<file path="src/design/sus_pkg.sv">
// Shared types and codes for the sorted unique set.
package sus_pkg;

  // Width of the entry count field on the result channel
  localparam int COUNT_W = 5;

  typedef enum logic [1:0] {
    ST_DONE   = 2'd0,
    ST_DUP    = 2'd1,
    ST_ABSENT = 2'd2,
    ST_FULL   = 2'd3
  } status_t;

  typedef enum logic {
    OP_INSERT = 1'b0,
    OP_REMOVE = 1'b1
  } op_t;

  typedef enum logic [1:0] {
    CNT_HOLD = 2'd0,
    CNT_INC  = 2'd1,
    CNT_DEC  = 2'd2
  } cnt_op_t;

  typedef enum logic [2:0] {
    S_IDLE   = 3'd0,
    S_RD     = 3'd1,
    S_EVAL   = 3'd2,
    S_SH_RD  = 3'd3,
    S_SH_WR  = 3'd4
  } state_t;

  // Commands from controller to datapath
  typedef struct packed {
    logic    load;
    logic    rd_en;
    logic    idx_inc;
    logic    wr_new;
    logic    wr_carry;
    logic    wr_back;
    logic    finish;
    status_t code;
    cnt_op_t cnt_op;
  } dp_cmd_t;

  // Status from datapath to controller
  typedef struct packed {
    logic in_valid;
    logic is_remove;
    logic at_end;
    logic eq;
    logic gt;
    logic full;
    logic out_busy;
  } dp_status_t;

endpackage

</file>
<file path="src/design/sus_if.sv">
// Request and result channel interfaces for the sorted unique set.
interface sus_in_if;
  logic        valid;
  logic        ready;
  logic        cmd;
  logic [31:0] value;

  modport source (output valid, output cmd, output value, input ready);
  modport sink   (input valid, input cmd, input value, output ready);
endinterface

interface sus_out_if import sus_pkg::*; ();
  logic               valid;
  logic               ready;
  status_t            status;
  logic [COUNT_W-1:0] entry_count;

  modport source (output valid, output status, output entry_count, input ready);
  modport sink   (input valid, input status, input entry_count, output ready);
endinterface

</file>
<file path="src/design/sus_datapath.sv">
// Datapath: entry memory, scan index, count, compare and result register.
module sus_datapath import sus_pkg::*; #(
  parameter int CAPACITY = 16,
  localparam int AW = (CAPACITY > 1) ? $clog2(CAPACITY) : 1,
  localparam int CW = $clog2(CAPACITY + 1)
) (
  input  logic               clk,
  input  logic               rst_n,
  input  dp_cmd_t            ctl,
  output dp_status_t         st,
  input  logic               in_valid,
  input  logic               in_cmd,
  input  logic [31:0]        in_value,
  input  logic               out_ready,
  output logic               out_valid,
  output status_t            out_status,
  output logic [COUNT_W-1:0] out_count
);

  logic [31:0]   mem [CAPACITY];
  logic [31:0]   rd_data_r;
  logic [31:0]   carry_r;
  logic [31:0]   value_r;
  logic          cmd_r;
  logic [CW-1:0] idx_r;
  logic [CW-1:0] idx_m1;
  logic [CW-1:0] count_r;
  logic [CW-1:0] count_nxt;
  status_t       status_r;
  logic          out_valid_r;
  logic [AW-1:0] idx_a;
  logic [AW-1:0] idx_m1_a;

  assign idx_m1   = idx_r - 1'b1;
  assign idx_a    = idx_r[AW-1:0];
  assign idx_m1_a = idx_m1[AW-1:0];

  always_ff @(posedge clk) begin
    if (ctl.wr_new) begin
      mem[idx_a] <= value_r;
    end else if (ctl.wr_carry) begin
      mem[idx_a] <= carry_r;
    end else if (ctl.wr_back) begin
      mem[idx_m1_a] <= rd_data_r;
    end
    if (ctl.rd_en) begin
      rd_data_r <= mem[idx_a];
    end
  end

  // Hold the displaced entry while rippling upwards
  always_ff @(posedge clk) begin
    if (ctl.wr_new || ctl.wr_carry) begin
      carry_r <= rd_data_r;
    end
    if (ctl.load) begin
      value_r <= in_value;
      cmd_r   <= in_cmd;
      idx_r   <= '0;
    end else if (ctl.idx_inc) begin
      idx_r <= idx_r + 1'b1;
    end
    if (ctl.finish) begin
      status_r <= ctl.code;
    end
  end

  always_comb begin
    case (ctl.cnt_op)
      CNT_INC: count_nxt = count_r + 1'b1;
      CNT_DEC: count_nxt = count_r - 1'b1;
      default: count_nxt = count_r;
    endcase
  end

  always_ff @(posedge clk) begin
    if (!rst_n) begin
      count_r     <= '0;
      out_valid_r <= 1'b0;
    end else begin
      if (ctl.finish) begin
        count_r     <= count_nxt;
        out_valid_r <= 1'b1;
      end else if (out_ready) begin
        out_valid_r <= 1'b0;
      end
    end
  end

  assign st.in_valid  = in_valid;
  assign st.is_remove = (cmd_r == OP_REMOVE);
  assign st.at_end    = (idx_r == count_r);
  assign st.eq        = (rd_data_r == value_r);
  assign st.gt        = ($signed(rd_data_r) > $signed(value_r));
  assign st.full      = (int'(count_r) >= CAPACITY);
  assign st.out_busy  = out_valid_r && !out_ready;

  assign out_valid  = out_valid_r;
  assign out_status = status_r;
  // Report the count modulo the field width
  assign out_count  = COUNT_W'(count_r);

  a_count_bound: assert property (@(posedge clk) disable iff (!rst_n)
    int'(count_r) <= CAPACITY)
    else $error("entry count above capacity");

  a_inc_not_full: assert property (@(posedge clk) disable iff (!rst_n)
    ctl.finish && ctl.cnt_op == CNT_INC |-> !st.full)
    else $error("insertion into a full set");

  a_no_overwrite: assert property (@(posedge clk) disable iff (!rst_n)
    ctl.finish |-> !(out_valid_r && !out_ready))
    else $error("result overwritten before taken");

  a_dec_count: assert property (@(posedge clk) disable iff (!rst_n)
    ctl.finish && ctl.cnt_op == CNT_DEC |=> count_r == $past(count_r) - 1'b1)
    else $error("remove did not lower the count");

  a_back_addr: assert property (@(posedge clk) disable iff (!rst_n)
    ctl.wr_back |-> idx_r != '0)
    else $error("shift down below slot zero");

endmodule

</file>
<file path="src/design/sus_ctrl.sv">
// Controller: sequences search, insertion ripple and removal ripple.
module sus_ctrl import sus_pkg::*; (
  input  logic       clk,
  input  logic       rst_n,
  input  dp_status_t st,
  output dp_cmd_t    ctl,
  output logic       in_ready
);

  state_t state_r;
  state_t state_nxt;

  always_ff @(posedge clk) begin
    if (!rst_n) begin
      state_r <= S_IDLE;
    end else begin
      state_r <= state_nxt;
    end
  end

  always_comb begin
    state_nxt = state_r;
    case (state_r)
      S_IDLE: begin
        if (st.in_valid) state_nxt = S_RD;
      end
      S_RD: state_nxt = S_EVAL;
      S_EVAL: begin
        if (!st.out_busy) begin
          if (st.is_remove) begin
            if (st.at_end || (!st.eq && st.gt)) state_nxt = S_IDLE;
            else if (st.eq) state_nxt = S_SH_RD;
            else state_nxt = S_RD;
          end else begin
            if (st.at_end || st.eq) state_nxt = S_IDLE;
            else if (st.gt) state_nxt = st.full ? S_IDLE : S_SH_RD;
            else state_nxt = S_RD;
          end
        end
      end
      S_SH_RD: state_nxt = S_SH_WR;
      S_SH_WR: begin
        if (!st.out_busy) begin
          state_nxt = st.at_end ? S_IDLE : S_SH_RD;
        end
      end
      default: state_nxt = S_IDLE;
    endcase
  end

  always_comb begin
    ctl        = '0;
    ctl.code   = ST_DONE;
    ctl.cnt_op = CNT_HOLD;
    in_ready   = 1'b0;
    case (state_r)
      S_IDLE: begin
        in_ready = 1'b1;
        ctl.load = st.in_valid;
      end
      S_RD: ctl.rd_en = 1'b1;
      S_EVAL: begin
        if (!st.out_busy) begin
          if (st.is_remove) begin
            if (st.at_end || (!st.eq && st.gt)) begin
              ctl.finish = 1'b1;
              ctl.code   = ST_ABSENT;
            end else begin
              ctl.idx_inc = 1'b1;
            end
          end else if (st.at_end) begin
            ctl.finish = 1'b1;
            if (st.full) begin
              ctl.code = ST_FULL;
            end else begin
              ctl.wr_new = 1'b1;
              ctl.code   = ST_DONE;
              ctl.cnt_op = CNT_INC;
            end
          end else if (st.eq) begin
            ctl.finish = 1'b1;
            ctl.code   = ST_DUP;
          end else if (st.gt) begin
            if (st.full) begin
              ctl.finish = 1'b1;
              ctl.code   = ST_FULL;
            end else begin
              // place the new value, carry the displaced entry upwards
              ctl.wr_new  = 1'b1;
              ctl.idx_inc = 1'b1;
            end
          end else begin
            ctl.idx_inc = 1'b1;
          end
        end
      end
      S_SH_RD: ctl.rd_en = 1'b1;
      S_SH_WR: begin
        if (!st.out_busy) begin
          if (st.is_remove) begin
            if (st.at_end) begin
              ctl.finish = 1'b1;
              ctl.code   = ST_DONE;
              ctl.cnt_op = CNT_DEC;
            end else begin
              ctl.wr_back = 1'b1;
              ctl.idx_inc = 1'b1;
            end
          end else begin
            ctl.wr_carry = 1'b1;
            if (st.at_end) begin
              ctl.finish = 1'b1;
              ctl.code   = ST_DONE;
              ctl.cnt_op = CNT_INC;
            end else begin
              ctl.idx_inc = 1'b1;
            end
          end
        end
      end
      default: ctl = '0;
    endcase
  end

endmodule

</file>
<file path="src/design/sorted_unique_set.sv">
// Top level of the sorted unique set.
// Holds up to CAPACITY distinct signed 32-bit values in ascending order in a
// single-port memory. Each request inserts or removes one value and returns one
// result with a status (done, duplicate, absent, full) and the count held
// afterwards. Requests are handled one at a time: the controller scans the
// memory from slot zero, reading and then comparing each slot, and on a change
// ripples the entries above the position up or down, reading and then writing
// each slot. A new request is taken while the previous result waits at the
// output, but a request finishes only once that result has been taken. No
// clearing pass is needed after reset: slots at or above the count are never
// read for a result.
module sorted_unique_set import sus_pkg::*; #(
  parameter int CAPACITY = 16
) (
  input  logic      clk,
  input  logic      rst_n,
  sus_in_if.sink    in_ch,
  sus_out_if.source out_ch
);

  dp_cmd_t    ctl;
  dp_status_t st;
  logic       in_ready;

  sus_ctrl u_ctrl (
    .clk      (clk),
    .rst_n    (rst_n),
    .st       (st),
    .ctl      (ctl),
    .in_ready (in_ready)
  );

  sus_datapath #(
    .CAPACITY (CAPACITY)
  ) u_dp (
    .clk        (clk),
    .rst_n      (rst_n),
    .ctl        (ctl),
    .st         (st),
    .in_valid   (in_ch.valid),
    .in_cmd     (in_ch.cmd),
    .in_value   (in_ch.value),
    .out_ready  (out_ch.ready),
    .out_valid  (out_ch.valid),
    .out_status (out_ch.status),
    .out_count  (out_ch.entry_count)
  );

  assign in_ch.ready = in_ready;

endmodule

</file>
<file path="src/flat_wrapper.sv">
// flat-port wrapper written by rule: the top's interface ports become plain ports
module sorted_unique_set_flat import sus_pkg::*;
#(
  parameter int CAPACITY = 16
)
  (clk, rst_n, in_ch_valid, in_ch_cmd, in_ch_value, in_ch_ready, out_ch_valid, out_ch_status, out_ch_entry_count, out_ch_ready);
  sus_in_if in_ch_i ();
  sus_out_if out_ch_i ();
  input  logic clk;
  input  logic rst_n;
  input wire logic [$bits(in_ch_i.valid)-1:0] in_ch_valid;
  input wire logic [$bits(in_ch_i.cmd)-1:0] in_ch_cmd;
  input wire logic [$bits(in_ch_i.value)-1:0] in_ch_value;
  output wire logic [$bits(in_ch_i.ready)-1:0] in_ch_ready;
  output wire logic [$bits(out_ch_i.valid)-1:0] out_ch_valid;
  output wire logic [$bits(out_ch_i.status)-1:0] out_ch_status;
  output wire logic [$bits(out_ch_i.entry_count)-1:0] out_ch_entry_count;
  input wire logic [$bits(out_ch_i.ready)-1:0] out_ch_ready;
  assign in_ch_i.valid = in_ch_valid;
  assign in_ch_i.cmd = in_ch_cmd;
  assign in_ch_i.value = in_ch_value;
  assign in_ch_ready = in_ch_i.ready;
  assign out_ch_valid = out_ch_i.valid;
  assign out_ch_status = out_ch_i.status;
  assign out_ch_entry_count = out_ch_i.entry_count;
  assign out_ch_i.ready = out_ch_ready;
  sorted_unique_set #(.CAPACITY(CAPACITY)) u_core (.clk(clk), .rst_n(rst_n), .in_ch(in_ch_i), .out_ch(out_ch_i));
endmodule
</file>
<file path="config.mk">
export PLATFORM = sky130hd
export DESIGN_NAME = sorted_unique_set_flat
export DESIGN_NICKNAME = d
export VERILOG_FILES = /design/src/design/sus_pkg.sv /design/src/design/sus_if.sv /design/src/design/sus_datapath.sv /design/src/design/sus_ctrl.sv /design/src/design/sorted_unique_set.sv /design/src/flat_wrapper.sv
export SDC_FILE = /design/constraint.sdc
export NUM_CORES = 1
export LEC_CHECK = 0
export BUFFER_PORTS_ARGS = -buffer_cell sky130_fd_sc_hd__buf_4
export CORE_MARGIN = 3
export CORE_UTILIZATION = 45
export CTS_CLUSTER_DIAMETER = 150
export CTS_CLUSTER_SIZE = 14
export DETAILED_ROUTE_END_ITERATION = 8
export GPL_TIMING_DRIVEN = 0
export PLACE_DENSITY = 0.71
export SYNTH_ARGS = -nofsm -noshare
export SYNTH_HDL_FRONTEND = slang
export SYNTH_SLANG_ARGS = --single-unit
</file>
<file path="constraint.sdc">
create_clock -name clk -period 6 [get_ports clk]
set_input_delay 1.2 -clock clk [delete_from_list [all_inputs] [get_ports clk]]
set_output_delay 1.2 -clock clk [all_outputs]
set_load 0.01 [all_outputs]
</file>
==> results of run 1 <==
==> critical path: stages, from the launching register on <==
cell	delay, ps
dfxtp_1	390
clkbuf_1	540
clkbuf_1	660
clkbuf_1	550
inv_1	180
ha_1	290
or2_2	310
a21oi_1	250
a22oi_1	360
o31ai_4	900
buf_8	280
buf_16	170
==> path summary, 6_finish.rpt <==
path	slack, ps	endpoint	cells after the start	startpoint
setup / recovery	790	u_core.u_dp.mem[0][19]	11	u_core.u_dp.idx_r[1]
hold / removal	490	u_core.u_dp.carry_r[13]	0	u_core.u_dp.rd_data_r[13]
setup reg to reg	790	u_core.u_dp.mem[0][19]	11	u_core.u_dp.idx_r[1]
hold reg to reg	490	u_core.u_dp.carry_r[13]	0	u_core.u_dp.rd_data_r[13]
==> power groups by stage <==
stage / Sequential (W) / Combinational (W) / Clock, W
global placement: 0.00499 / 0.000222 / 0
CTS: 0.00489 / 0.000251 / 0.00304
global route: 0.00489 / 0.000281 / 0.00320
floorplan: 0.00497 / 0.000143 / 0
detailed placement: 0.00499 / 0.000250 / 0
finish: 0.00489 / 0.000252 / 0.00298
==> cells by family (layout without fill, tap and decap cells) <==
kind of cell	after synthesis	in the layout	synth area share (%)
mux	197	197	15.9
xor+xnor	10	10	0.350
flops	625	625	74.4
simple gates	139	139	2.77
buf+inv	103	260	1.59
compound gates	124	124	3.09
fa+ha+maj	39	39	1.98
==> synth_stat cells, types with 9 or more instances <==
master,n
ha_1,38
mux4_2,160
nand2_1,50
nor2_1,27
inv_1,44
nor3_1,13
clkbuf_1,41
buf_1,10
nand4_1,9
a21oi_1,38
dfxtp_1,14
o21ai_0,43
edfxtp_1,611
mux2i_1,37
==> state kept, by name (all words and copies together) (netlist names) <==
register / count
u_core.u_dp.out_valid: 1
u_core.u_dp.cmd_r: 1
u_core.u_dp.idx_r: 5
u_core.u_dp.out_status: 2
u_core.u_dp.mem: 512
u_core.u_dp.rd_data_r: 32
u_core.u_ctrl.state_r: 3
u_core.u_dp.carry_r: 32
u_core.u_dp.value_r: 32
u_core.u_dp.out_count: 5
==> per-stage QoR <==
step | instance area (µm²) | power (W) | util, %
2_1_floorplan | 25100 | 0.00511 | -
3_3_place_gp | 26300 | 0.00521 | 48.3
3_5_place_dp | 27400 | 0.00524 | 50.4
4_1_cts | 28800 | 0.00818 | 52.9
5_1_grt | 28800 | 0.00837 | 52.9
6_report | 28800 | 0.00812 | 52.9
==> metal layers <==
metal / up-vias / track usage [%] / part of all wire [%]
met2: 652 / 31.5 / 47
met3: 115 / 3.69 / 7.9
met1: 6716 / 29.6 / 42
li1: 5349 / - / -
met4: 0 / 6.03 / 2.9
met5: - / 0 / 0
==> final cells by class <==
type                    instances  area [µm²]
plain buffers                  58         229
clock buffers                  69        1320
clock inverters                 4        41.3
fillers                      4177       25600
inverters                      45         169
multi-input cells             509        6230
flip-flops and latches        625       18600
well taps                     739         925
repair buffers                 84        1260
==> key figures, run 1 <==
Outcome
  – Status: completed

Drt
  – Routed via count: 12800
  – Detail Route Antenna Nets: 0
  – Final wirelength: 58900 µm
  – Avg WL per Cell: 27.6 µm
  – DRC errors left: 0
  – Number of DRC markers in iteration 0: 1442
  – Drt first pass iters: 5
  – Vias/cell: 6.02

Timing
  – FMAX: 192 MHz
  – Final setup fails: 0
  – Final Hold Fails: 0
  – Final min period: 5210 ps
  – Sum Neg Setup Slack: 0 ps
  – Hold_ws: 490 ps
  – Fin worst setup slack: 793 ps
  – Slew Viols, Final: 0
  – Period Utilization, post-route: 86.8%
  – Slew @ Worst Pin: 1270 ps
  – Clock skew: 15.7 ps
  – RSZ-0062 raised after global routing: false
  – Worst relative slew slack: 14.7%

Yosys
  – Asr flop ratio synth: 0%
  – Synthesized instance count: 1237
  – Yosys cell types: 62
  – Predominant post-synthesis flop cell: edfxtp_1
  – Register area share after synthesis: 74.4%
  – Dominant cells by area after synthesis: edfxtp_1, mux4_2, ha_1, mux2i_1, dfxtp_1
  – Synth area leader: edfxtp_1
  – Share of the synthesized area in the top cell type: 73.2%
  – Post-synth EDFFs: 611
  – Synthesis Warnings: 0
  – Avg Cell Area, Syn: 20.3 µm²
  – Mapped Area: 0.0251 mm²
  – Register bit count reported by yosys: 625
  – Synth Net Count: 1313

Worst setup path
  – Critical Path AT: 5510 ps
  – Crit. End Element: flop
  – CP Launch Type: flop
  – WS Path Type: reg2reg
  – Max FO, Critical Path: 13
  – WP data required: 6300 ps

Placed design
  – Final HPWL DP: 38500 µm
  – Placed Instances: 2058
  – # port buffers: 45
  – RePlAce Congestion: 0.786
  – Setup WS pre-CTS: 845 ps

CTS
  – TritonCTS clock tree: done
  – Cts bufs inserted: 50
  – H-Tree Level Count: 2
  – Clock latency on the worst-skew pair: 600 ps
  – Maximum clock path buffer count: 3
  – Sink Count: 625
  – Clock-pin transition on the worst setup and hold timing paths: 70 ps
  – Root Buffer Master: clkbuf_16
  – Post-CTS Repair Setup Buffers: 0
  – CTS Hold Bufs: 0
  – Resize count post-CTS: 0

Die
  – DIE HEIGHT: 242 µm
  – Core Region: 0.0545 mm²
  – DIE AREA: 0.0585 mm²
  – Die Wd: 242 µm
  – Row cnt: 85
  – Boundary pin count: 46
  – Initial Util: 46.0%

Global route
  – Vias in the first global route: 13000
  – GRT Residual Overflow: 0
  – Largest net degree at the start of global routing: 21
  – Total track usage: 20.3%
  – First-pass GRT wire length: 87200 µm
  – Initial antenna violation count: 0

Pwr
  – Sw frac: 20.4%
  – Sequential Power Share: 60.2%
  – Clock Power Share: 36.7%
  – Net Switching: 0.00165 W
  – Leakage power: 8.98 nW
  – Peak supply drop: 0.191 mV
  – Internal power: 0.00647 W
  – Pwr dens: 282 mW/mm²
  – Comb pwr share: 3.1%

Layout
  – Share of cells above drive strength 1: 24.4%
  – Final cell count without fillers: 2133
  – Antenna diode count: 0
  – Nets: 1449
  – Commonest non-fill, non-tap cell in the layout: edfxtp_1
  – Area growth syn-to-layout: 15.0%
  – Highest-count cells in the layout ignoring fill and taps: edfxtp_1, mux4_2, clkbuf_1

Flow run
  – Max cap viols: 0

Min path
  – Hold Crit Class: reg2reg
Power figures use the tool's default switching activity.
==> run 2, diff against run 1 <==
--- a/config.mk
+++ b/config.mk
@@ -5,12 +5,12 @@
 export SDC_FILE = /design/constraint.sdc
 export NUM_CORES = 1
 export LEC_CHECK = 0
-export BUFFER_PORTS_ARGS = -buffer_cell sky130_fd_sc_hd__buf_4
 export CORE_MARGIN = 3
 export CORE_UTILIZATION = 45
 export CTS_CLUSTER_DIAMETER = 150
 export CTS_CLUSTER_SIZE = 14
 export DETAILED_ROUTE_END_ITERATION = 8
+export DONT_BUFFER_PORTS = 1
 export GPL_TIMING_DRIVEN = 0
 export PLACE_DENSITY = 0.71
 export SYNTH_ARGS = -nofsm -noshare
==> run 2 against run 1 <==
Net effect:
- sequential cell count unchanged
- register-to-register slack better by 90 ps
- critical path type unchanged
- wire length up 0.44%
- highest routed layer unchanged
- via count down 0.65%
- power down 0.61%
- critical path depth up 1
- sequential power about the same
- setup slack better by 95 ps
- utilization down 0.82 points
- first-iteration DRC count up 20%
- clock power about the same
==> key figures, run 2 (same netlist as run 1, synthesis figures left out) <==
Outcome
  – Status: completed

Layout
  – Sequential Area: 0.0186 mm² (unchanged)
  – Nets: 1401 (-3.3%)
  – Core Util, Final: 52.1% (-0.82 points)
  – Share of cells above drive strength 1: 21.8% (-2.6 points)
  – FILL cells: 4179 (+0.048%)
  – Final cell count without fillers: 2074 (-2.8%)
  – Biggest register: u_core.u_dp.mem
  – Highest-count cells in the layout ignoring fill and taps: edfxtp_1, mux4_2, clkbuf_16
  – Max reg flops: 512 (unchanged)
  – Commonest non-fill, non-tap cell in the layout: edfxtp_1
  – Area occupied by multi-input gates: 0.00623 mm² (unchanged)
  – Antenna diode count: 0 (unchanged)
  – Area growth syn-to-layout: 13.2%

CTS
  – H-Tree Level Count: 2 (unchanged)
  – Clock-pin transition on the worst setup and hold timing paths: 70 ps (about the same)
  – Resize count post-CTS: 0 (unchanged)
  – Post-CTS Repair Setup Buffers: 0 (unchanged)
  – CTS Hold Bufs: 0 (unchanged)
  – Root Buffer Master: clkbuf_16
  – Maximum clock path buffer count: 3 (unchanged)
  – Sink Count: 625 (unchanged)
  – TritonCTS clock tree: done
  – Cts bufs inserted: 50 (unchanged)
  – Clock latency on the worst-skew pair: 590 ps (about the same)

Placed design
  – RePlAce Congestion: 0.816 (+3.8%)
  – Final HPWL DP: 38100 µm (-1.0%)
  – # port buffers: 0 (-100%)
  – Placed Instances: 2011 (-2.3%)

Die
  – DIE AREA: 0.0585 mm² (unchanged)
  – Core Region: 0.0545 mm² (unchanged)
  – Row cnt: 85 (unchanged)
  – Die Wd: 242 µm (unchanged)
  – DIE HEIGHT: 242 µm (unchanged)
  – Initial Util: 46.0% (unchanged)
  – Boundary pin count: 46 (unchanged)

Worst setup path
  – CP Launch Type: flop
  – WS Path Type: reg2reg
  – Crit. End Element: flop
  – Max FO, Critical Path: 10 (-3)
  – Worst r2r path cells: 12 (+1)
  – R2r endpoint: u_core.u_dp.mem[12][10]
  – WP data required: 6330 ps (+30 ps)
  – R2R Setup Slk: 890 ps (+90 ps)
  – Critical Path AT: 5440 ps (-70 ps)
  – Worst r2r src: u_core.u_dp.idx_r[1]

Global route
  – Initial antenna violation count: 0 (unchanged)
  – GRT busiest layer: met2
  – Met2 usage: 32.4% (+0.87 points)
  – Met1 GRT Util: 29.3% (-0.24 points)
  – Vias in the first global route: 13100 (+0.54%)
  – GRT Residual Overflow: 0 (unchanged)
  – First-pass GRT wire length: 87900 µm (+0.83%)
  – GRT met3 Usage: 3.49% (-0.20 points)
  – Largest net degree at the start of global routing: 19 (-9.5%)
  – Total track usage: 20.4% (+0.14 points)

Drt
  – Avg WL per Cell: 28.5 µm (+3.3%)
  – Drt first pass iters: 8 (+3)
  – DRC errors left: 0 (unchanged)
  – Number of DRC markers in iteration 0: 1727 (+20%)
  – Routed via count: 12700 (-0.65%)
  – Vias/cell: 6.15 (+2.2%)
  – Final wirelength: 59200 µm (+0.44%)
  – Detail Route Antenna Nets: 0 (unchanged)

Timing
  – Final setup fails: 0 (unchanged)
  – Final min period: 5110 ps (-95.0 ps)
  – Slew @ Worst Pin: 1350 ps (+83.6 ps)
  – Slew Viols, Final: 0 (unchanged)
  – RSZ-0062 raised after global routing: false
  – Clock skew: 23.5 ps (+7.76 ps)
  – Period Utilization, post-route: 85.2% (-1.6 points)
  – FMAX: 196 MHz (+1.9%)
  – Final Hold Fails: 0 (unchanged)
  – Worst relative slew slack: 9.11% (-5.6 points)

Pwr
  – Sequential Power Share: 60.6% (+0.4 points)
  – Pwr dens: 285 mW/mm² (+0.96%)
  – Comb pwr share: 2.9% (-0.2 points)
  – Leakage power: 8.71 nW (-2.9%)
  – Sw frac: 20.2% (-0.20 points)
  – Clock Power Share: 36.5% (-0.2 points)
  – Peak supply drop: 0.247 mV (+29%)
  – Internal power: 0.00644 W (-0.35%)
  – Net Switching: 0.00163 W (-1.6%)
  – Tot Pwr: 0.00807 W (-0.61%)

Min path
  – Worst Hold Launch: u_core.u_dp.rd_data_r[8]
  – Hold Crit Depth: 0 (unchanged)
  – Hold Crit Endpoint: u_core.u_dp.carry_r[8]
  – Hold Crit Class: reg2reg

Flow run
  – Max cap viols: 0 (unchanged)
==> run 2: cell types whose count changed in the layout (fill, tap and decap cells not counted), moves of 2 or more <==
cell | before | now
buf_12 | 2 | 5
buf_16 | 28 | 23
buf_2 | 8 | 6
buf_4 | 47 | 2
clkbuf_1 | 60 | 50
o21ai_0 | 12 | 10
o21ai_1 | 30 | 32
==> run 2: per-stage QoR <==
step                instance area, µm²  setup TNS [ps]  setup slack (ps)  hold slack (ps)
finish                           28400               0               888              495
global route                     28400               0               734              507
CTS                              28300               0               936              490
detailed placement               27000               0              1070              471
global placement                 26000         -989000             -3390              462
floorplan                        25100               0               709              448
==> run 2: worst max-delay path by stage <==
stage | start | end | slack (ps)
3_3_place_gp | u_core.u_dp.idx_r[1] | u_core.u_dp.mem[0][14] | -3390
3_5_place_dp | u_core.u_dp.idx_r[1] | u_core.u_dp.mem[12][16] | 1070
2_1_floorplan | u_core.u_dp.idx_r[0] | u_core.u_dp.mem[8][0] | 710
4_1_cts | u_core.u_dp.idx_r[1] | u_core.u_dp.mem[12][16] | 940
5_1_grt | u_core.u_dp.idx_r[1] | u_core.u_dp.mem[12][10] | 730
6_report | u_core.u_dp.idx_r[1] | u_core.u_dp.mem[12][10] | 890
==> run 2: final cells by class <==
| type | count | area share [%] |
|---|---|---|
| Buffer | 58 | 0.807 |
| Clock buffer | 60 | 4.62 |
| Clock inverter | 2 | 0.0574 |
| Inverter | 45 | 0.596 |
| Multi-Input combinational cell | 509 | 22.0 |
| Sequential cell | 625 | 65.7 |
| Tap cell | 739 | 3.26 |
| Timing Repair Buffer | 36 | 2.98 |
==> run 2: layer usage <==
metal  routed length [µm]  vias up
li1                     -     5228
met1                24200     6716
met2                28000      694
met3                 5410      110
met4                 1590        0
met5                    0        -
==> run 2: critical path, cell delays in order, from the launching register on <==
cell	delay [ps]
dfxtp_1	390
clkbuf_1	530
clkbuf_1	690
clkbuf_1	590
inv_1	180
ha_1	310
nand2_1	160
nor3_1	90
a31oi_1	880
o21bai_1	310
o31ai_4	260
buf_8	260
buf_8	160
==> run 2: power groups by stage <==
stage	sequential, W	clock [W]	combinational, W
2_1_floorplan	0.00497	0	0.000143
3_3_place_gp	0.00499	0	0.000204
3_5_place_dp	0.00499	0	0.000231
4_1_cts	0.00489	0.00300	0.000232
5_1_grt	0.00489	0.00316	0.000260
6_report	0.00489	0.00295	0.000233
